## config.mk

```make
export PLATFORM = sky130hd
export DESIGN_NAME = bounded_id_set_unit
export DESIGN_NICKNAME = d
export VERILOG_FILES = /design/src/design/bids_pkg.sv /design/src/design/bounded_id_set_unit.sv
export VERILOG_INCLUDE_DIRS = /design/src /design/src/design
export SDC_FILE = /design/constraint.sdc
export NUM_CORES = 2
export LEC_CHECK = 0
export ABC_AREA = 1
export BUFFER_PORTS_ARGS = -buffer_cell sky130_fd_sc_hd__buf_2
export CAP_MARGIN = 10
export CORE_AREA = 3 3 423 425
export DETAILED_ROUTE_END_ITERATION = 12
export DIE_AREA = 0 0 426 428
export GPL_ROUTABILITY_DRIVEN = 0
export PLACE_DENSITY = 0.72
export SYNTH_ARGS = -nofsm -noshare
export SYNTH_HDL_FRONTEND = slang
export SYNTH_SLANG_ARGS = --single-unit
```

## constraint.sdc

```tcl
create_clock -name clk -period 4.42 [get_ports clk]
set_input_delay 0.663 -clock clk [delete_from_list [all_inputs] [get_ports clk]]
set_output_delay 0.663 -clock clk [all_outputs]
set_load 0.01 [all_outputs]
```

## src/design/assert_macros.svh

```systemverilog
// ----------------------------------------------------------------------------
// assert_macros.svh
// Clocked assertion macros shared by the RTL; they expect clk and arst_n.
// ----------------------------------------------------------------------------
`ifndef ASSERT_MACROS_SVH
`define ASSERT_MACROS_SVH

// Property checked at every rising edge, off while reset is asserted
`define BIDS_ASSERT(label, prop, msg) \
	label: assert property (@(posedge clk) disable iff (!arst_n) (prop)) \
		else $error(msg);

// Condition in one cycle implies an outcome in the next
`define BIDS_ASSERT_NEXT(label, pre, post, msg) \
	`BIDS_ASSERT(label, (pre) |=> (post), msg)

`endif

```

## src/design/bids_pkg.sv

```systemverilog
// ----------------------------------------------------------------------------
// bids_pkg
// Widths, request codes and word layout of the bounded id set.
// ----------------------------------------------------------------------------
`default_nettype none

package bids_pkg;

	// Set geometry
	localparam int CAPACITY = 64;
	localparam int ADDR_W   = $clog2(CAPACITY);
	localparam int CNT_W    = 7;
	localparam int ID_W     = 32;
	localparam int MODE_W   = 2;
	localparam int POS_W    = 6;

	localparam logic [CNT_W-1:0] CAP_CNT = CNT_W'(CAPACITY);
	localparam logic [ID_W-1:0]  NULL_ID = '1;

	// Request codes
	typedef logic [MODE_W-1:0] mode_t;
	localparam mode_t MODE_ADD = 2'd0;
	localparam mode_t MODE_DEL = 2'd1;
	localparam mode_t MODE_HAS = 2'd2;
	localparam mode_t MODE_GET = 2'd3;

	// Word layout
	localparam int IN_FIELD_W  = ID_W + POS_W;
	localparam int IN_DATA_W   = ((IN_FIELD_W + 7) / 8) * 8;
	localparam int OUT_FIELD_W = 1 + 1 + ID_W + CNT_W + 1 + 1;
	localparam int OUT_DATA_W  = ((OUT_FIELD_W + 7) / 8) * 8;
	localparam int OUT_PAD_W   = OUT_DATA_W - OUT_FIELD_W;

endpackage

`default_nettype wire

```

## src/design/bounded_id_set_unit.sv

```systemverilog
// ----------------------------------------------------------------------------
// bounded_id_set_unit
// Fixed-capacity unordered set of 32-bit ids in a packed table with one read port,
// searched one slot per cycle by a shared compare unit.
// ----------------------------------------------------------------------------
// Operation: add, delete and contains compare the stored ids in slot order
//   through the single read port (up to 64 slots); an add miss appends the id,
//   a delete hit moves the last id into the hole; get reads one slot; rejects
//   skip the scan. A new request is taken only once the last result is loaded.
// Reset: arst_n clears the count and all control at once; no clearing pass,
//   slots at or above the count read as the null id.
`default_nettype none

`include "assert_macros.svh"

module bounded_id_set_unit import bids_pkg::*; (
	input  wire  logic                  clk,
	input  wire  logic                  arst_n,
	// request side
	input  wire  logic                  s_axis_tvalid,
	output logic                        s_axis_tready,
	input  wire  logic [IN_DATA_W-1:0]  s_axis_tdata,  // [31:0] id (signed), [37:32] position, [39:38] zero
	input  wire  logic [MODE_W-1:0]     s_axis_tuser,  // [1:0] mode
	// result side
	output logic                        m_axis_tvalid,
	input  wire  logic                  m_axis_tready,
	output logic [OUT_DATA_W-1:0]       m_axis_tdata   // [0] status, [1] found, [33:2] id_out (signed),
	                                                   // [40:34] count, [41] full_res, [42] empty_res,
	                                                   // [47:43] zero
);

	// Sequencer states
	localparam logic [2:0] ST_IDLE = 3'd0;
	localparam logic [2:0] ST_SCAN = 3'd1;
	localparam logic [2:0] ST_LAST = 3'd2;
	localparam logic [2:0] ST_MOVE = 3'd3;
	localparam logic [2:0] ST_GET  = 3'd4;
	localparam logic [2:0] ST_GETW = 3'd5;
	localparam logic [2:0] ST_DONE = 3'd6;

	logic [2:0]            state_q;
	logic [CNT_W-1:0]      count_q;
	logic [CNT_W-1:0]      rd_idx_q;
	logic                  cmp_vld_s1;
	logic [ADDR_W-1:0]     cmp_idx_s1;
	logic [ADDR_W-1:0]     slot_q;
	mode_t                 mode_q;
	logic [ID_W-1:0]       key_q;
	logic [POS_W-1:0]      pos_q;
	logic                  res_status_q;
	logic                  res_found_q;
	logic [ID_W-1:0]       res_id_q;
	logic                  m_tvalid_q;
	logic [OUT_DATA_W-1:0] m_tdata_q;

	logic [ID_W-1:0]       mem_q [CAPACITY];
	logic [ID_W-1:0]       rdata_q;

	logic                  in_acc;
	mode_t                 in_mode;
	logic [ID_W-1:0]       in_id;
	logic [POS_W-1:0]      in_pos;
	logic                  in_null;
	logic                  out_free;
	logic                  cmp_hit;
	logic                  scan_end;
	logic                  scan_issue;
	logic [CNT_W-1:0]      last_idx;
	logic [ADDR_W-1:0]     rd_addr;
	logic                  wr_en;
	logic [ADDR_W-1:0]     wr_addr;
	logic [ID_W-1:0]       wr_data;
	logic                  out_load;

	// Handshake and field unpacking
	assign s_axis_tready = (state_q == ST_IDLE);
	assign in_acc        = s_axis_tvalid && s_axis_tready;
	assign in_mode       = s_axis_tuser;
	assign in_id         = s_axis_tdata[ID_W-1:0];
	assign in_pos        = s_axis_tdata[ID_W +: POS_W];
	assign in_null       = (in_id == NULL_ID);
	assign out_free      = !m_tvalid_q || m_axis_tready;
	assign out_load      = (state_q == ST_DONE) && out_free;

	// Shared compare unit, one slot behind the read address
	assign cmp_hit    = cmp_vld_s1 && (rdata_q == key_q);
	assign scan_end   = !cmp_vld_s1 && (rd_idx_q == count_q);
	assign scan_issue = (state_q == ST_SCAN) && !cmp_hit && (rd_idx_q < count_q);
	assign last_idx   = count_q - 1'b1;

	// Table port selection
	always_comb begin
		rd_addr = rd_idx_q[ADDR_W-1:0];
		wr_en   = 1'b0;
		wr_addr = count_q[ADDR_W-1:0];
		wr_data = key_q;
		case (state_q)
			ST_SCAN: begin
				wr_en = !cmp_hit && scan_end && (mode_q == MODE_ADD);
			end
			ST_LAST: begin
				rd_addr = last_idx[ADDR_W-1:0];
			end
			ST_MOVE: begin
				wr_en   = 1'b1;
				wr_addr = slot_q;
				wr_data = rdata_q;
			end
			ST_GET: begin
				rd_addr = pos_q[ADDR_W-1:0];
			end
			default: begin
			end
		endcase
	end

	// Id table, registered read
	always_ff @(posedge clk) begin
		if (wr_en) begin
			mem_q[wr_addr] <= wr_data;
		end
		rdata_q <= mem_q[rd_addr];
	end

	// Sequencer and count
	always_ff @(posedge clk or negedge arst_n) begin
		if (!arst_n) begin
			state_q    <= ST_IDLE;
			count_q    <= '0;
			rd_idx_q   <= '0;
			cmp_vld_s1 <= 1'b0;
			m_tvalid_q <= 1'b0;
		end else begin
			if (out_load) begin
				m_tvalid_q <= 1'b1;
			end else if (m_axis_tready) begin
				m_tvalid_q <= 1'b0;
			end
			case (state_q)
				ST_IDLE: begin
					cmp_vld_s1 <= 1'b0;
					rd_idx_q   <= '0;
					if (in_acc) begin
						case (in_mode)
							MODE_ADD: state_q <= (in_null || count_q == CAP_CNT) ?
								ST_DONE : ST_SCAN;
							MODE_DEL: state_q <= (in_null || count_q == '0) ?
								ST_DONE : ST_SCAN;
							MODE_HAS: state_q <= in_null ? ST_DONE : ST_SCAN;
							MODE_GET: state_q <= ST_GET;
							default:  state_q <= ST_DONE;
						endcase
					end
				end
				ST_SCAN: begin
					cmp_vld_s1 <= scan_issue;
					if (scan_issue) begin
						rd_idx_q <= rd_idx_q + 1'b1;
					end
					if (cmp_hit) begin
						state_q <= (mode_q == MODE_DEL) ? ST_LAST : ST_DONE;
					end else if (scan_end) begin
						if (mode_q == MODE_ADD) begin
							count_q <= count_q + 1'b1;
						end
						state_q <= ST_DONE;
					end
				end
				ST_LAST: begin
					cmp_vld_s1 <= 1'b0;
					state_q    <= ST_MOVE;
				end
				ST_MOVE: begin
					count_q <= last_idx;
					state_q <= ST_DONE;
				end
				ST_GET: begin
					state_q <= ST_GETW;
				end
				ST_GETW: begin
					state_q <= ST_DONE;
				end
				ST_DONE: begin
					cmp_vld_s1 <= 1'b0;
					if (out_free) begin
						state_q <= ST_IDLE;
					end
				end
				default: begin
					state_q <= ST_IDLE;
				end
			endcase
		end
	end

	// Request operands and result fields
	always_ff @(posedge clk) begin
		if (in_acc) begin
			mode_q       <= in_mode;
			key_q        <= in_id;
			pos_q        <= in_pos;
			res_found_q  <= 1'b0;
			res_id_q     <= NULL_ID;
			case (in_mode)
				MODE_ADD: res_status_q <= in_null || (count_q == CAP_CNT);
				MODE_DEL: res_status_q <= in_null || (count_q == '0);
				default:  res_status_q <= 1'b0;
			endcase
		end
		if (state_q == ST_SCAN) begin
			cmp_idx_s1 <= rd_idx_q[ADDR_W-1:0];
			if (cmp_hit) begin
				slot_q <= cmp_idx_s1;
				if (mode_q == MODE_HAS) begin
					res_found_q <= 1'b1;
				end
			end else if (scan_end && mode_q == MODE_DEL) begin
				res_status_q <= 1'b1;
			end
		end
		if (state_q == ST_GETW) begin
			res_id_q <= (CNT_W'(pos_q) < count_q) ? rdata_q : NULL_ID;
		end
		if (out_load) begin
			m_tdata_q <= {{OUT_PAD_W{1'b0}}, (count_q == '0), (count_q == CAP_CNT), count_q,
				res_id_q, res_found_q, res_status_q};
		end
	end

	assign m_axis_tvalid = m_tvalid_q;
	assign m_axis_tdata  = m_tdata_q;

	// Checks
	`BIDS_ASSERT(a_count_bound, count_q <= CAP_CNT, "count above capacity")
	`BIDS_ASSERT(a_scan_range, (state_q == ST_SCAN) |-> (rd_idx_q <= count_q), "scan past count")
	`BIDS_ASSERT(a_cmp_range, cmp_vld_s1 |-> (CNT_W'(cmp_idx_s1) < count_q),
		"compare outside stored slots")
	`BIDS_ASSERT_NEXT(a_del_dec, state_q == ST_MOVE, count_q == $past(count_q) - 1'b1, "delete count")
	`BIDS_ASSERT_NEXT(a_add_inc, wr_en && (state_q == ST_SCAN), count_q == $past(count_q) + 1'b1,
		"add count")

endmodule

`default_nettype wire

```

==> qor.csv <==
stage,metric,value,unit
floorplanning,rows,154,
critical_path,start_kind,flop,
clocking,clkTransAtPathRegs,70,ps
synthesis,async_flop_share,0.8528,%
pwr,power,76.90,mW
floorplanning,die_h,428,µm
synthesis,synth_top_area_cell,edfxtp_1,
synthesis,syn_area_per_cell,10.43,µm²
job,max_cap_violations,0,
synthesis,synth_cells,9585,
floorplanning,pin_count,96,
floorplanning,core_area,0.1757,mm²
sta,setup_violations,0,
floorplanning,fp.dieW,426,µm
clocking,cts_tree,yes,
placement,io_buffers,88,
grt,antenna_found_initial,4,
drt,vias,73050,
critical_path,critPathMostFrequentCell,buf_4,
layout,final_area,0.1114,mm²
layout,final_nets,9548,
drt,ant_nets,0,
sta,finalHoldViolCount,0,
drt,via_per_inst,6.081,
pwr,ir_drop,0.0007236,V
layout,drive_gt1_share,7.816,%
sta,drv_slew,0,
synthesis,synth_area,0.1000,mm²
clocking,htreeDepth,4,
critical_path,critical_path.endpoint_type,flop,
grt,grt_max_degree,188,
synthesis,synth.area.top_cells,"edfxtp_1 65%, nand3_1 9.7%, inv_1 7.8%",
grt,overflow,0,
critical_path,required,4920,ps
synthesis,ys_seq_area_share,66.46,%
drt,drc,0,
clocking,cts-root-buf,clkbuf_16,
pwr,power_density,690.6,mW/mm²
sta,slew_headroom,14.91,%
critical_path,max_stage_delay,740,ps
clocking,cts.path.max_buffers,3,
clocking,clk_latency,860,ps
critical_path,crit_path_cell_trace,"inv_1, ha_1, nand2_1, nor3_1, nor2_1, nor2_2, nand4_1, buf_4, nor2_4, buf_4",
sta,period_needed,4028,ps
layout,syn_to_final_growth,11.34,%
floorplanning,die_area,0.1823,mm²
drt,wl,288300,µm
critical_path,rr_worst_depth,10,
critical_path,path_max_fanout,19,
sta,tightest_slew,1273,ps
worst_hold_path,hold_class,primary input to flop,
sta,worst_slack,392.5,ps
sta,fin_worst_skew,49.56,ps
clocking,cts_resized,0,
synthesis,ys.flop_type,edfxtp_1,
layout,fillCellCount,12900,
sta,fin_tns_setup,0,ps
synthesis,yosys_warnings,0,
synthesis,synth_top_area_share,65.30,%
grt,grt_pass1_wl,427800,µm
outcome,status,completed,
sta,min_period_over_period,91.12,%
pwr,leakagePower,45.56,nW
synthesis,ys_ff_latch,2228,
clocking,post-cts-setup-buffers,0,
placement,hpwlAfterDp,155300,µm
drt,firstDrtPassIters,8,
clocking,cts.sinks,2228,
critical_path,path_class,flop to flop,
worst_hold_path,worstHoldPathCells,1,
synthesis,yosysUniqueCellTypes,45,
floorplanning,start_util,56.92,%
grt,grt_pass1_vias,69600,
layout,post-route-util,63.37,%
drt,drtIter0Drc,10370,
critical_path,worstPathArrival,4530,ps
placement,placed_area,0.1043,mm²
placement,place_ws,494.8,ps
grt,track_usage,31.12,%
sta,clock.fmax,248.3,MHz
clocking,cts_buffers,218,
sta,rsz0062_at_grt,no,
synthesis,synth_enable_flop_cells,2175,
critical_path,critPathSlowestCell,nor2_4,
drt,wl_per_cell,24.00,µm
-- worst max-delay path: cells and delay by family, from the launching register on --
family / cells / cell delay, ps
and+or+nand+nor: 6 / 1910
DFF: 1 / 460
adders and majority gates: 1 / 350
buffers and inverters: 3 / 900
-- path summary, 6_finish.rpt --
check / from / end / slack (ps)
min in group asynchronous: arst_n / m_axis_tvalid / 340
min reg2reg: res_id_q[24] / m_axis_tdata[26] / 420
max in group asynchronous: arst_n / count_q[0] / 3760
min: s_axis_tuser[1] / mode_q[1] / 50
max: count_q[2] / mem_q[16][14] / 390
max reg2reg: count_q[2] / mem_q[16][14] / 390
-- where the power goes --
part | internal, mW | switching [mW]
combinational | 8.47 | 24.4
sequential | 25.9 | 0.490
clock | 9.77 | 7.89
total | 44.1 | 32.8
-- flip-flops by register name (all words and copies together), names as in the netlist, 7 cells and up --
signal and cells:
m_axis_tdata 43, rdata_q 32, mem_q 2048, rd_idx_q 7, res_id_q 32, count_q 7, key_q 32
-- per-stage QoR --
step	instances	hold WS [ps]
floorplan	9589	367.4
CTS	12010	0.4929
global placement	11580	405.1
global route	12010	22.97
detailed placement	11580	404.5
finish	12010	50.78
-- logic make-up (layout without fill, tap and decap cells) --
| kind of cell | Yosys count | after routing | synth area share [%] |
|---|---|---|---|
| AOI/OAI and AO/OA | 156 | 156 | 0.8382 |
| adders and majority gates | 15 | 15 | 0.1876 |
| xor gates and xnor gates | 22 | 22 | 0.1926 |
| and+or+nand+nor | 4395 | 4395 | 21.51 |
| DFF | 2228 | 2228 | 66.46 |
| other | 1 | 6 | 0.003749 |
| buffers and inverters | 2768 | 2851 | 10.81 |
-- Yosys cell counts (all sizes together), types with 2 or more instances --
cell and n:
o2111ai 2, nand3 1948, buf 338, dfxtp 34, o21ai 127, and3 2
xor2 12, a211oi 4, xnor2 10, a21oi 13, nor2 134, nand4 984
dfrtp 19, edfxtp 2175, clkbuf 336, inv 2094, nand2 1301, nor3 11
nor3b 5, ha 15, nor4 5, or2 2, o31ai 2
-- repair_timing --
| item | 4_1_cts | 5_1_grt |
|---|---|---|
| hold endpoints to repair | 38 | 0 |
| endpoints found under the setup margin | 0 | 0 |
| hold buffers | 20 | 0 |
-- placed cells by master, fill, tap and decap left out, types with 88 or more instances in the layout --
master / n
nand3_1: 1944
edfxtp_1: 2175
nand4_1: 983
buf_2: 88
o21ai_0: 92
buf_4: 151
buf_12: 89
clkbuf_16: 221
inv_1: 2085
nand2_1: 1300
-- area by class of cell --
| class | count | area, µm² | share of cell area, % |
|---|---|---|---|
| flip-flops and latches | 2228 | 66470 | 59.69 |
| repair buffers | 352 | 3666 | 3.292 |
| well taps | 2340 | 2928 | 2.629 |
| multi-input cells | 4593 | 23670 | 21.25 |
| clock inverters | 122 | 898.4 | 0.8067 |
| inverters | 2094 | 7883 | 7.079 |
| clock buffers | 283 | 5843 | 5.247 |
| diodes | 1 | 2.502 | 0.002247 |
-- metal layers --
metal  wire, µm  vias to the layer above  track usage [%]
met5          0                        -                0
met4      17680                        0            17.84
met3      35420                      857            6.951
met2     130800                     4890            47.59
met1     104300                    34830            41.21
li1           -                    32470                -
Note: power is estimated with default switching activity, not from simulation.
